$ cat config.mk
export PLATFORM = sky130hd
export DESIGN_NAME = fpa_front
export DESIGN_NICKNAME = d
export VERILOG_FILES = /design/src/sv/fpa_pkg.sv /design/src/sv/fpa_front.sv
export SDC_FILE = /design/constraint.sdc
export NUM_CORES = 1
export LEC_CHECK = 0
export BUFFER_PORTS_ARGS = -buffer_cell sky130_fd_sc_hd__buf_2
export CAP_MARGIN = 30
export CORE_UTILIZATION = 25
export DETAILED_ROUTE_END_ITERATION = 10
export PLACE_DENSITY = 0.47
export SLEW_MARGIN = 10
export SYNTH_ARGS = -nofsm -noshare
export SYNTH_HDL_FRONTEND = slang
export SYNTH_SLANG_ARGS = --single-unit
export TNS_END_PERCENT = 50
$ cat constraint.sdc
create_clock -name clk -period 4.75 [get_ports clk]
set_input_delay 0.2375 -clock clk [delete_from_list [all_inputs] [get_ports clk]]
set_output_delay 0.2375 -clock clk [all_outputs]
set_load 0.01 [all_outputs]
$ cat src/sv/fpa_pkg.sv
// Package for the fixed-point ALU: word width, defaults, mode codes, item type.
// Depends on nothing.
`default_nettype none
package fpa_pkg;

  localparam int WORD_BITS     = 32;
  localparam int FRAC_BITS_DEF = 8;
  localparam int MODE_BITS     = 4;

  typedef enum logic [MODE_BITS-1:0] {
    MODE_ADD     = 4'd0,
    MODE_SUB     = 4'd1,
    MODE_MUL     = 4'd2,
    MODE_DIV     = 4'd3,
    MODE_GT      = 4'd4,
    MODE_LT      = 4'd5,
    MODE_GE      = 4'd6,
    MODE_LE      = 4'd7,
    MODE_EQ      = 4'd8,
    MODE_NE      = 4'd9,
    MODE_MAX     = 4'd10,
    MODE_MIN     = 4'd11,
    MODE_INC     = 4'd12,
    MODE_DEC     = 4'd13,
    MODE_TO_INT  = 4'd14,
    MODE_FROM_INT = 4'd15
  } mode_t;

  typedef struct packed {
    mode_t                        mode;
    logic signed [WORD_BITS-1:0]  operand_a;
    logic signed [WORD_BITS-1:0]  operand_b;
  } item_t;

  typedef struct packed {
    logic  valid;
    item_t item;
  } head_t;

endpackage
`default_nettype wire

$ cat src/sv/fpa_front.sv
// Front queue of the fixed-point ALU: takes input beats into a two-entry queue.
// Depends on fpa_pkg.
`default_nettype none
module fpa_front (
  input  wire logic           clk,
  input  wire logic           rst_n,
  input  wire logic           push,
  output logic                full,
  input  wire fpa_pkg::item_t in_item,
  output fpa_pkg::head_t      head,
  input  wire logic           take
);

  fpa_pkg::item_t mem_r [2];
  logic           wr_ptr_r, wr_ptr_nxt;
  logic           rd_ptr_r, rd_ptr_nxt;
  logic [1:0]     cnt_r, cnt_nxt;
  logic           do_push, do_pop;

  assign full       = (cnt_r == 2'd2);
  assign do_push    = push && !full;
  assign do_pop     = take && (cnt_r != 2'd0);
  assign head.valid = (cnt_r != 2'd0);
  assign head.item  = mem_r[rd_ptr_r];

  always_comb begin
    wr_ptr_nxt = do_push ? !wr_ptr_r : wr_ptr_r;
    rd_ptr_nxt = do_pop ? !rd_ptr_r : rd_ptr_r;
    cnt_nxt    = cnt_r + {1'b0, do_push} - {1'b0, do_pop};
  end

  always_ff @(posedge clk) begin
    if (!rst_n) begin
      wr_ptr_r <= 1'b0;
      rd_ptr_r <= 1'b0;
      cnt_r    <= 2'd0;
    end else begin
      wr_ptr_r <= wr_ptr_nxt;
      rd_ptr_r <= rd_ptr_nxt;
      cnt_r    <= cnt_nxt;
    end
  end

  always_ff @(posedge clk) begin
    if (do_push) begin
      mem_r[wr_ptr_r] <= in_item;
    end
  end

endmodule
`default_nettype wire

==> results of run 1 <==
synth_stat cells:
| cell type | instances |
|---|---|
| sky130_fd_sc_hd__and2_1 | 1 |
| sky130_fd_sc_hd__and3_1 | 1 |
| sky130_fd_sc_hd__buf_2 | 4 |
| sky130_fd_sc_hd__buf_6 | 2 |
| sky130_fd_sc_hd__buf_8 | 2 |
| sky130_fd_sc_hd__dfxtp_1 | 5 |
| sky130_fd_sc_hd__edfxtp_1 | 136 |
| sky130_fd_sc_hd__ha_1 | 2 |
| sky130_fd_sc_hd__inv_1 | 3 |
| sky130_fd_sc_hd__mux2_2 | 48 |
| sky130_fd_sc_hd__mux2_4 | 20 |
| sky130_fd_sc_hd__mux2i_1 | 1 |
| sky130_fd_sc_hd__nand2_1 | 2 |
| sky130_fd_sc_hd__nand2b_1 | 2 |
| sky130_fd_sc_hd__nor2_1 | 4 |
| sky130_fd_sc_hd__o21a_1 | 1 |
| sky130_fd_sc_hd__or2_2 | 1 |
| sky130_fd_sc_hd__xnor2_1 | 2 |
| sky130_fd_sc_hd__xor2_1 | 1 |
final timing paths:
path,slack (ns),start,depth (start not counted),endpoint
worst min register to register,0.52,rd_ptr_r,2,flop
worst min-delay path,0.02,in_item[45],1,mem_r[0][45]
worst max register to register,2.65,cnt_r[0],5,mem_r[0][24]
worst max-delay path,2.59,flop,3,head[67]
flip-flops by register name (all words and copies together), names as in the netlist, named ones only:
| name | flops |
|---|---|
| mem_r | 136 |
| cnt_r | 2 |
| rd_ptr_r | 1 |
| wr_ptr_r | 1 |
logic make-up after synthesis:
family / synth area share
compound gates: 0.00144
xor+xnor: 0.00502
fa+ha+maj: 0.00478
buf+inv: 0.0160
flops: 0.800
mux: 0.163
simple gates: 0.0103
through the flow:
| stage | total power [mW] | area, um2 | hold slack [ns] | std cells | utilization |
|---|---|---|---|---|---|
| after floorplan | 2.19 | 5230 | 0.336 | 238 | - |
| after global routing | 4.02 | 7390 | 0.000824 | 726 | 0.363 |
| after CTS | 3.89 | 7330 | 0.000227 | 722 | 0.360 |
| final | 3.82 | 7390 | 0.0207 | 726 | 0.363 |
| after detailed placement | 2.50 | 6280 | 0.428 | 645 | 0.308 |
| after global placement | 2.47 | 6230 | 0.426 | 643 | 0.306 |
final cells by class:
class	count	area, um2	area share
timing repair buffer	194	1280	0.173
clock inverter	14	168	0.0227
multi-input combinational	86	976	0.132
clock buffer	18	429	0.0581
inverter	3	11.3	0.00152
sequential	141	4190	0.567
tap	270	338	0.0457
critical path: cells and delay by family (launching register included):
kind                   cells  cell delay (ns)
multiplexers               1             0.38
flip-flops                 1             0.64
buffers and inverters      2             0.46
routing by layer:
metal | wire length, um | track usage | up-vias
met3 | 597 | 0.0375 | 9
met5 | 0 | 0 | -
met2 | 5200 | 0.173 | 88
met4 | 131 | 0.0484 | 0
li1 | - | - | 1343
met1 | 4270 | 0.108 | 1400
power groups by stage:
stage               Sequential, mW  Clock, mW  Combinational, mW
floorplan                     1.63          0              0.561
global placement              1.72          0              0.753
detailed placement            1.67          0              0.831
CTS                           1.65       1.38              0.863
global route                  1.66       1.43              0.926
finish                        1.64       1.33              0.854
repair_timing:
item | in CTS | in global routing
resized for setup | 0 | 0
hold buffers | 45 | 3
hold endpoints to repair | 88 | 6
==> results by stage, run 1 <==
Power and ir drop:
- Of the total power, registers draw 0.429.
- The internal portion of the total power is 2.83 mW.
- The clock network fraction of design power is 0.348.
- In this run the power spent charging and discharging nets is 989 uW.
- For this design the ratio of total power to cell area is 518 nW/um2.
- The share of total power dissipated in combinational logic is 0.223.
- The standby leakage power is 2.80 nW.
- The switching share of power is 0.259.
- The maximum vdd drop is 0.238 mV.

Logic synthesis:
- By area the synthesized netlist is led by sky130_fd_sc_hd__edfxtp_1, sky130_fd_sc_hd__mux2_2, sky130_fd_sc_hd__mux2_4, sky130_fd_sc_hd__dfxtp_1, sky130_fd_sc_hd__buf_8.
- The number of synthesized register bits is 141.
- The post-synthesis sequential area ratio is 0.800.
- The top cell type by total area after synthesis is sky130_fd_sc_hd__edfxtp_1.
- The netlist area before placement is about 5200 um2.
- The mean instance size in the synthesized netlist is roughly 22 um2.
- The cell count after synthesis came out at about 240.
- The number of nets in the synthesized netlist is 312.
- Of the post-synthesis cell area, the dominant cell type holds 0.781.
- For this run, the number of Yosys warnings is 0.
- The count of distinct cell types in the synthesized netlist is 19.

Clock network:
- Clock-pin slew was measured on the worst setup and hold paths at ~0.060 ns.
- The cell at the root of the clock tree is sky130_fd_sc_hd__clkbuf_16.
- The insertion delay of the later-clocked pin in the worst-skew pair is between 0.4 and 0.5 ns.
- The H-tree generated during clock tree synthesis spans 4 levels.
- Once the clock tree was built, the setup fixing pass inserted 0 buffers.
- The buffer levels on the longest clock path is 2.
- TritonCTS built the clock tree.
- The clock drives 141 sinks.
- Counting the buffers created by CTS gives 17.

Drt:
- In the routed design, unresolved DRC markers number 0.
- The post-detailed-route via-to-cell ratio is 3.91.
- The first detailed-routing pass ran for 4 iterations.
- The first routing iteration left 79 violations.
- The count of nets left with antenna violations after detail routing is 0.
- The routed via count is around 2800.
- In the final routed layout, each cell accounts on average for between 10 and 15 um.
- The final layout contains routed wiring with a total length of 10200 um.

Finish:
- The total inserted antenna cells is 0.
- The number of fillers in the final layout is approximately 1900.
- Relative to the synthesized area, the layout overhead comes to 41.2%.
- The post-layout net count is 517.
- The leading cell type in the layout, fill and taps excluded is sky130_fd_sc_hd__buf_2.
- The library cells used most frequently in the layout, excluding fill and tap cells, are sky130_fd_sc_hd__buf_2, sky130_fd_sc_hd__edfxtp_1, sky130_fd_sc_hd__mux2_2, sky130_fd_sc_hd__dlygate4sd3_1, sky130_fd_sc_hd__mux2_4.
- The fraction of final layout cells with drive strength greater than 1 is 0.544.

Worst setup path:
- The signal on the critical path passes through buf_16 -> mux2_2 -> buf_2.
- The critical path in this run is classified as reg -> out.
- For the worst setup path, the data required time is 4.51 ns.
- The worst setup path is captured at an output pin.
- In this design, the stage delay of the slowest critical-path cell is 0.64 ns.
- The arrival time at the worst endpoint is 1.92 ns.
- The launching element type of the critical path is a flop.
- Of all nets on the critical path, the largest fanout is 41.
- Among all stages on the critical path, the largest delay is contributed by sky130_fd_sc_hd__dfxtp_4.

STA:
- Clock skew on the completed layout was measured at 0.0140 ns.
- The total negative setup slack is 0 ns.
- The number of hold violations in the final report is 0.
- The remaining max-slew budget at the tightest pin is 0.657.
- The post-route clock period utilization is 0.455.
- Based on the critical path, the design can be clocked at up to 0.463 GHz.
- The final count of negative-setup-slack endpoints is 0.
- The shortest period the worst path allows is approximately 2.2 ns.
- The final number of max-transition violations is 0.
- At the pin with the least slew margin, the transition time is 0.514 ns.
- Across all setup checks in the final design, the least slack found is around 2.6 ns.
- Setup repair after global routing left no endpoint under its margin.

Floorplan:
- The floorplan step set the die height to 147 um.
- The initial core utilization is 0.257.
- The floorplan step defined a core boundary enclosing 20400 um2.
- The initialized floorplan defines between 50 and 60 standard-cell rows.
- The die boundary width is roughly 150 um.
- The die area is 21500 um2.
- Pin placement for this block handled 142 I/O pins.

Global route:
- For this run, the total global-route usage over all layers was measured as 0.100.
- For this run the aggregate overflow at the end of global routing stands at 0.
- The via count of the first global-routing pass came to 3183.
- The number of antenna violations at the first check in global routing is 1.
- The global-route wire length before repair is 16200 um.
- The pin count of the biggest net entering global routing is 42.

Placement:
- Prior to clock tree synthesis, the placed netlist has a worst setup slack of 2.31 ns.
- The HPWL after detailed placement is about 6400 um.
- The final RePlAce weighted congestion is a little under 0.7.
- The number of port buffers is 141.

Status:
- The run finished with clean final reports.

Job:
- Max-cap violations in this run came to 0.

Worst hold path:
- The worst min-delay path class is in -> reg.
Power figures use the tool's default switching activity.
==> run 2, diff against run 1 <==
Settings changed: ABC_AREA from default to 1.
Clock period 4.75 ns to 2.1 ns, I/O delays scaled along.
==> results by stage, run 2 <==
Clock network:
- The buffer levels on the longest clock path is 2 (unchanged).
- The number of buffers created by CTS is 17 (unchanged).
- The clock-pin slew on the worst setup and hold paths is 0.06 ns (about the same).
- The number of buffers added for setup after CTS is 0 (unchanged).
- The quantity of hold-fixing buffers added after cts is 71 (+58%).
- The CTS tree is done.
- The cell sitting at the root of the clock tree is a sky130_fd_sc_hd__clkbuf_16.
- The post-cts repair resize count was 0 (unchanged).
- The clock sink total is 141 (unchanged).
- The H-tree depth reported by CTS came to 4 (unchanged).
- The insertion delay of the later-clocked pin in the worst-skew pair was 0.41 ns (about the same).

Finish:
- The number of fillers in the final layout is 1954 (+0.98%).
- In the layout the commonest cells are sky130_fd_sc_hd__buf_2, sky130_fd_sc_hd__edfxtp_1, sky130_fd_sc_hd__dlygate4sd3_1, sky130_fd_sc_hd__mux2_2, sky130_fd_sc_hd__mux2_4.
- The core utilization of the finished layout is 0.373 (+0.0108).
- Relative to the synthesized area, the layout overhead comes to 45.1%.
- The fraction of final layout cells with drive strength greater than 1 was 0.497 (-0.0469).
- The post-route cell area is 7610 um2 (+3.0%).
- The total inserted antenna cells is 0 (unchanged).
- The number of non-filler instances in the completed layout was 759 (+4.5%).
- The register bank with the most flops is mem_r.
- The number of flip-flops under the largest register name is 136 (unchanged).
- The post-layout net count is 550 (+6.4%).
- The largest registers in the layout are mem_r x136, cnt_r x2.
- The leading cell type in the layout, fill and taps excluded is sky130_fd_sc_hd__buf_2.

STA:
- The worst clock skew came to 0.00435 ns (-0.00966 ns).
- The remaining max-slew budget at the tightest pin is 0.698 (+0.0408).
- The actual slew at the worst max-slew pin is 0.453 ns (-0.0613 ns).
- The worst-case setup margin in the final layout came to 0.287 ns (-2.30 ns).
- The total negative setup slack is 0 ns (unchanged).
- The final number of max-transition violations was 0 (unchanged).
- The shortest period the worst path allows is 1.81 ns.
- The highest clock frequency the design can meet is 0.552 GHz.
- The final count of negative-setup-slack endpoints was 0 (unchanged).
- The post-route clock period utilization is 0.863.
- Setup repair after global routing left no endpoint under its margin.
- The number of hold violations in the final report came to 0 (unchanged).

Logic synthesis:
- The post-synthesis sequential area ratio is 0.798 (-0.00153).
- The count of distinct cell types in the synthesized netlist is 13 (-6).
- The number of cells produced by synthesis is 249 (+4.6%).
- The post-synthesis net count is 323 (+3.5%).
- The fraction of post-synthesis cell area in the top cell type by area is 0.779 (-0.00149).
- The number of enable flip-flop cells after synthesis was 136 (unchanged).
- The mean instance size in the synthesized netlist is 21.0 um2 (-4.2%).
- Counting instances in the post-synthesis netlist gives the leading cell types as sky130_fd_sc_hd__edfxtp_1, sky130_fd_sc_hd__mux2_2, sky130_fd_sc_hd__mux2_4.
- The most frequent cell after synthesis is sky130_fd_sc_hd__edfxtp_1.
- The count of yosys warnings during synthesis is 0 (unchanged).
- The number of synthesized register bits was 141 (unchanged).
- The netlist area before placement is 5240 um2 (+0.19%).
- Of all cell types, the one taking the most synthesized area is sky130_fd_sc_hd__edfxtp_1.
- The fraction of synthesis flops using an asynchronous set or reset pin is 0 (unchanged).
- Yosys attributes the largest share of cell area to sky130_fd_sc_hd__edfxtp_1, sky130_fd_sc_hd__mux2_2, sky130_fd_sc_hd__mux2_4, sky130_fd_sc_hd__dfxtp_1, sky130_fd_sc_hd__nand2_1.
- The most used flip-flop cell after synthesis is sky130_fd_sc_hd__edfxtp_1.

Placement:
- The area of placed instances is 6290 um2 (+0.18%).
- The count of placed standard cells including taps was 656 (+1.7%).
- The number of port buffers was 141 (unchanged).
- The final RePlAce weighted congestion is 0.659 (-5.0%).
- The estimated wirelength of the detail-placed design is 6090 um (-4.2%).
- The worst setup slack after placement was 0.505 ns (-1.81 ns).

Floorplan:
- The die boundary height is 147 um (about the same).
- The die area was 21500 um2 (+0.19%).
- The placeable core region was 20400 um2 (unchanged).
- The initial core utilization is 0.257 (+0.000492).
- The die boundary width came to 147 um (about the same).
- The number of top-level design ports is 142 (unchanged).
- The placement row count was 52 (unchanged).

Worst setup path:
- The worst setup path is launched from a flop.
- The element type at the critical path end is an output pin.
- The top fanout value on the critical path was 68 (+66%).
- The arrival time at the worst endpoint is 1.71 ns (-0.21 ns).
- The data required time of the worst path was 2.00 ns (-2.51 ns).
- The worst setup path is of the reg -> out kind.

Drt:
- The total routed wirelength is 10500 um (+3.4%).
- The post-detailed-route via-to-cell ratio is 3.94 (+0.60%).
- The routed length per placed instance is 13.9 um (-1.1%).
- The routed length on met1 was 4370 um (+2.3%).
- The met2 routed wirelength is 5340 um (+2.7%).
- Signal routing reaches up to met4.
- The DRC marker count from the first detailed-route iteration is 88 (+11%).
- The routed via count is 2987 (+5.2%).
- The met3 wire length is 685 um (+15%).
- The number of detailed-route iterations in the first pass is 4 (unchanged).
- The count of nets left with antenna violations after detail routing is 0 (unchanged).
- The DRC violations left is 0 (unchanged).

Worst hold path:
- In this run the worst hold path is classified as in -> reg.

Job:
- The number of maximum-capacitance violations is 0 (unchanged).

Global route:
- The via count of the first global-routing pass is 3249 (+2.1%).
- The pin count of the biggest net entering global routing is 69 (+64%).
- The global route total overflow is 0 (unchanged).
- The global-route wire length before repair came to 16400 um (+1.1%).
- The global router's overall resource usage is 0.103 (+0.00231).
- The number of antenna violations at the first check in global routing is 0 (-1).

Status:
- The flow ran to the end, and the final reports show no timing, DRC or antenna violations.

Power and ir drop:
- The maximum vdd drop is 0.622 mV (+160%).
- The switching share of power is 0.255 (-0.00374).
- The proportion of power drawn by combinational gates came to 0.230 (+0.007).
- The net switching power figure is 2.22 mW (+120%).
- The power density over cell area came to 1150 nW/um2 (+120%).
- The internal portion of total power came to 6.49 mW (+130%).
- The clock network fraction of design power is 0.350 (+0.002).
- The standby leakage power was 2.91 nW (+3.8%).
- The portion of total power attributed to sequential cells came to 0.420 (-0.009).
==> run 2: worst paths after layout <==
path	end	cells past startpoint	startpoint	slack [ns]
worst max-delay path	head[5]	3	flop	0.29
worst min-delay path	mem_r[1][28]	2	in_item[28]	0.41
worst max register to register	cnt_r[1]	10	cnt_r[0]	0.51
worst min register to register	rd_ptr_r	2	rd_ptr_r	0.51
==> run 2: cells by family after synthesis <==
family	share of synthesized area
buffers and inverters	0.0196
flip-flops	0.798
multiplexers	0.160
AO/OA/AOI/OAI	0.00191
AND/OR/NAND/NOR	0.0150
adder cells (fa/ha/maj)	0.00477
==> run 2: worst max-delay path: stages (launching register included) <==
cell and delay, ns:
sky130_fd_sc_hd__dfxtp_4 0.35, sky130_fd_sc_hd__buf_12 0.38, sky130_fd_sc_hd__mux2_2 0.41, sky130_fd_sc_hd__buf_2 0.15
==> run 2: layout make-up <==
class	count	area [um2]	share of cell area
clock buffers	17	425	0.0559
clock inverters	15	178	0.0234
inverters	8	31.3	0.00411
multi-input cells	92	962	0.127
flip-flops and latches	141	4190	0.551
well taps	270	338	0.0444
repair buffers	216	1480	0.195
==> run 2: stage by stage <==
step | hold WS (ns) | power [mW]
after floorplan | 0.198 | 4.94
after global placement | 0.293 | 5.64
after detailed placement | 0.296 | 5.67
after CTS | 0.381 | 8.88
after global routing | 0.400 | 9.15
final | 0.414 | 8.71
==> run 2: power groups by stage <==
stage	clock (mW)	sequential, mW	combinational (mW)
finish	3.05	3.66	2.00
floorplan	0	3.70	1.24
global route	3.27	3.70	2.19
detailed placement	0	3.72	1.95
CTS	3.16	3.66	2.06
global placement	0	3.70	1.93
==> run 2: routing by layer <==
metal	vias to the layer above	track usage
met5	-	0
met4	0	0.0464
met3	15	0.0373
met2	102	0.175
met1	1453	0.115
li1	1417	-
==> run 3, diff against run 2 <==
Settings changed: CORE_ASPECT_RATIO from default to 1.25, GPL_ROUTABILITY_DRIVEN from default to 0, SETUP_SLACK_MARGIN from default to 0.15.
==> results by stage, run 3 (same netlist as run 2, synthesis figures left out) <==
Clock network:
- The insertion delay of the later-clocked pin in the worst-skew pair is 0.40 ns (about the same).
- The H-tree depth reported by CTS is 4 (unchanged).
- The buffer levels on the longest clock path is 2 (unchanged).
- The tree is rooted in a sky130_fd_sc_hd__clkbuf_16.
- The post-cts repair resize count is 0 (unchanged).
- The number of buffers created by CTS was 17 (unchanged).
- The CTS tree is done.
- The clock sink total was 141 (unchanged).
- The clock-pin slew on the worst setup and hold paths was 0.06 ns (about the same).

Placement:
- The estimated wirelength of the detail-placed design came to 6590 um (+8.3%).
- The area of placed instances was 6340 um2 (+0.78%).
- The worst setup slack after placement is 0.483 ns (-0.0216 ns).
- The number of port buffers is 141 (unchanged).
- The count of placed standard cells including taps is 658 (+0.30%).

Worst setup path:
- The critical path in this run is classified as reg -> out.
- The data required time of the worst path is 2.00 ns (about the same).
- The top fanout value on the critical path is 21 (-69%).
- The worst setup path is launched from a flop.
- The element type at the critical path end is an output pin.
- The arrival time at the worst endpoint was 1.65 ns (-0.06 ns).

Finish:
- The register bank with the most flops is mem_r.
- The post-route cell area is 7600 um2 (about the same).
- The total inserted antenna cells is 0 (unchanged).
- The post-layout net count came to 553 (+0.55%).
- Leaving out fill and tap cells, the most frequent cell in the layout is sky130_fd_sc_hd__buf_2.
- The area added between synthesis and finish is 45.1% (about the same).
- The library cells used most frequently in the layout, excluding fill and tap cells, are sky130_fd_sc_hd__buf_2, sky130_fd_sc_hd__edfxtp_1, sky130_fd_sc_hd__dlygate4sd3_1, sky130_fd_sc_hd__mux2_2, sky130_fd_sc_hd__mux2_4.
- The core utilization of the finished layout came to 0.374 (+0.000705).
- The number of flip-flops under the largest register name is 136 (unchanged).
- The number of non-filler instances in the completed layout is 761 (+0.26%).
- The largest registers in the layout are mem_r x136, cnt_r x2.
- The fraction of final layout cells with drive strength greater than 1 came to 0.501 (+0.00409).

STA:
- The remaining max-slew budget at the tightest pin is 0.685 (-0.0135).
- The number of hold violations in the final report is 0 (unchanged).
- The actual slew at the worst max-slew pin came to 0.473 ns (+0.0203 ns).
- The worst clock skew is 0.00323 ns (-0.00112 ns).
- The total negative setup slack is 0 ns (unchanged).
- The final number of max-transition violations came to 0 (unchanged).
- The tightest hold margin is 0.424 ns (+0.0103 ns).
- The worst-case setup margin in the final layout is 0.342 ns (+0.0544 ns).
- The post-route clock period utilization is 0.837 (-0.0259).
- The highest clock frequency the design can meet is 0.569 GHz (+3.1%).
- The final count of negative-setup-slack endpoints is 0 (unchanged).
- Setup repair after global routing left no endpoint under its margin.
- The shortest period the worst path allows came to 1.76 ns (-0.0544 ns).

Drt:
- The total routed wirelength is 10400 um (-1.2%).
- The routed via count is 2956 (-1.0%).
- The number of detailed-route iterations in the first pass was 4 (unchanged).
- The routed length per placed instance was 13.7 um (-1.5%).
- The post-detailed-route via-to-cell ratio is 3.88 (-1.3%).
- The DRC violations left is 0 (unchanged).
- The count of nets left with antenna violations after detail routing is 0 (unchanged).
- The DRC marker count from the first detailed-route iteration is 163 (+85%).

Global route:
- The via count of the first global-routing pass is 3112 (-4.2%).
- The global route total overflow was 0 (unchanged).
- The number of antenna violations at the first check in global routing is 0 (unchanged).
- The global router's overall resource usage was 0.101 (-0.00199).
- The global-route wire length before repair is 16100 um (-1.6%).
- The pin count of the biggest net entering global routing is 37 (-46%).

Power and ir drop:
- The power density over cell area is 1120 nW/um2 (-2.6%).
- The standby leakage power came to 2.90 nW (-0.58%).
- The maximum vdd drop is 0.516 mV (-17%).
- The total power of the final layout is 8.48 mW (-2.6%).

Worst hold path:
- The worst min-delay path class is in -> reg.

Floorplan:
- The placement row count is 58 (+12%).
- The number of top-level design ports is 142 (unchanged).
- The initial core utilization is 0.258 (+0.000571).
- The die area is 21600 um2 (about the same).
- The placeable core region came to 20300 um2 (-0.22%).
- The die boundary width is 132 um (-10%).
- The die boundary height is 164 um (+12%).

Status:
- The run finished with clean final reports.

Job:
- The number of maximum-capacitance violations is 0 (unchanged).
run 3: cell count changes in the layout (fill, tap and decap cells not counted), sizes merged:
cell | previous run | this run
bufinv | 4 | 2
clkbuf | 17 | 22
clkinv | 10 | 5
clkinvlp | 2 | 3
buf | 145 | 148
run 3: per-layer routing:
metal  GRT usage  vias to the layer above  part of all wire
met2       0.170                       93              0.51
met3      0.0299                        8             0.042
met5           0                        -                 0
li1            -                     1420                 -
met1       0.116                     1435              0.44
met4      0.0513                        0             0.015
run 3: final timing paths:
path	from	slack, ns	cells after the start	end
setup reg to reg	cnt_r[1]	0.48	4	mem_r[1][18]
setup / recovery	flop	0.34	3	head[0]
hold reg to reg	rd_ptr_r	0.51	2	flop
hold / removal	in_item[26]	0.42	2	mem_r[0][26]
run 3: report_power, final:
part	switching, mW	internal, mW
clock network	1.04	1.72
registers	0.131	3.56
logic	1.01	1.02
total	2.18	6.31
run 3: repair_timing:
item / in CTS / in global routing
setup buffers: 1 / 0
hold endpoints to repair: 141 / 0
hold buffers: 71 / 0
setup endpoints to repair: 3 / 0
run 3: area by class of cell:
cell class,instances,area [um2]
Fill cell,1977,12700
Inverter,8,33.8
Sequential cell,141,4190
Multi-Input combinational cell,92,967
Clock buffer,22,444
Clock inverter,9,96.3
Tap cell,270,338
Timing Repair Buffer,219,1540
run 3: worst max-delay path, stage by stage (launching register included):
cell,delay [ns]
sky130_fd_sc_hd__dfxtp_4,0.49
sky130_fd_sc_hd__buf_12,0.23
sky130_fd_sc_hd__mux2_2,0.37
sky130_fd_sc_hd__buf_2,0.15
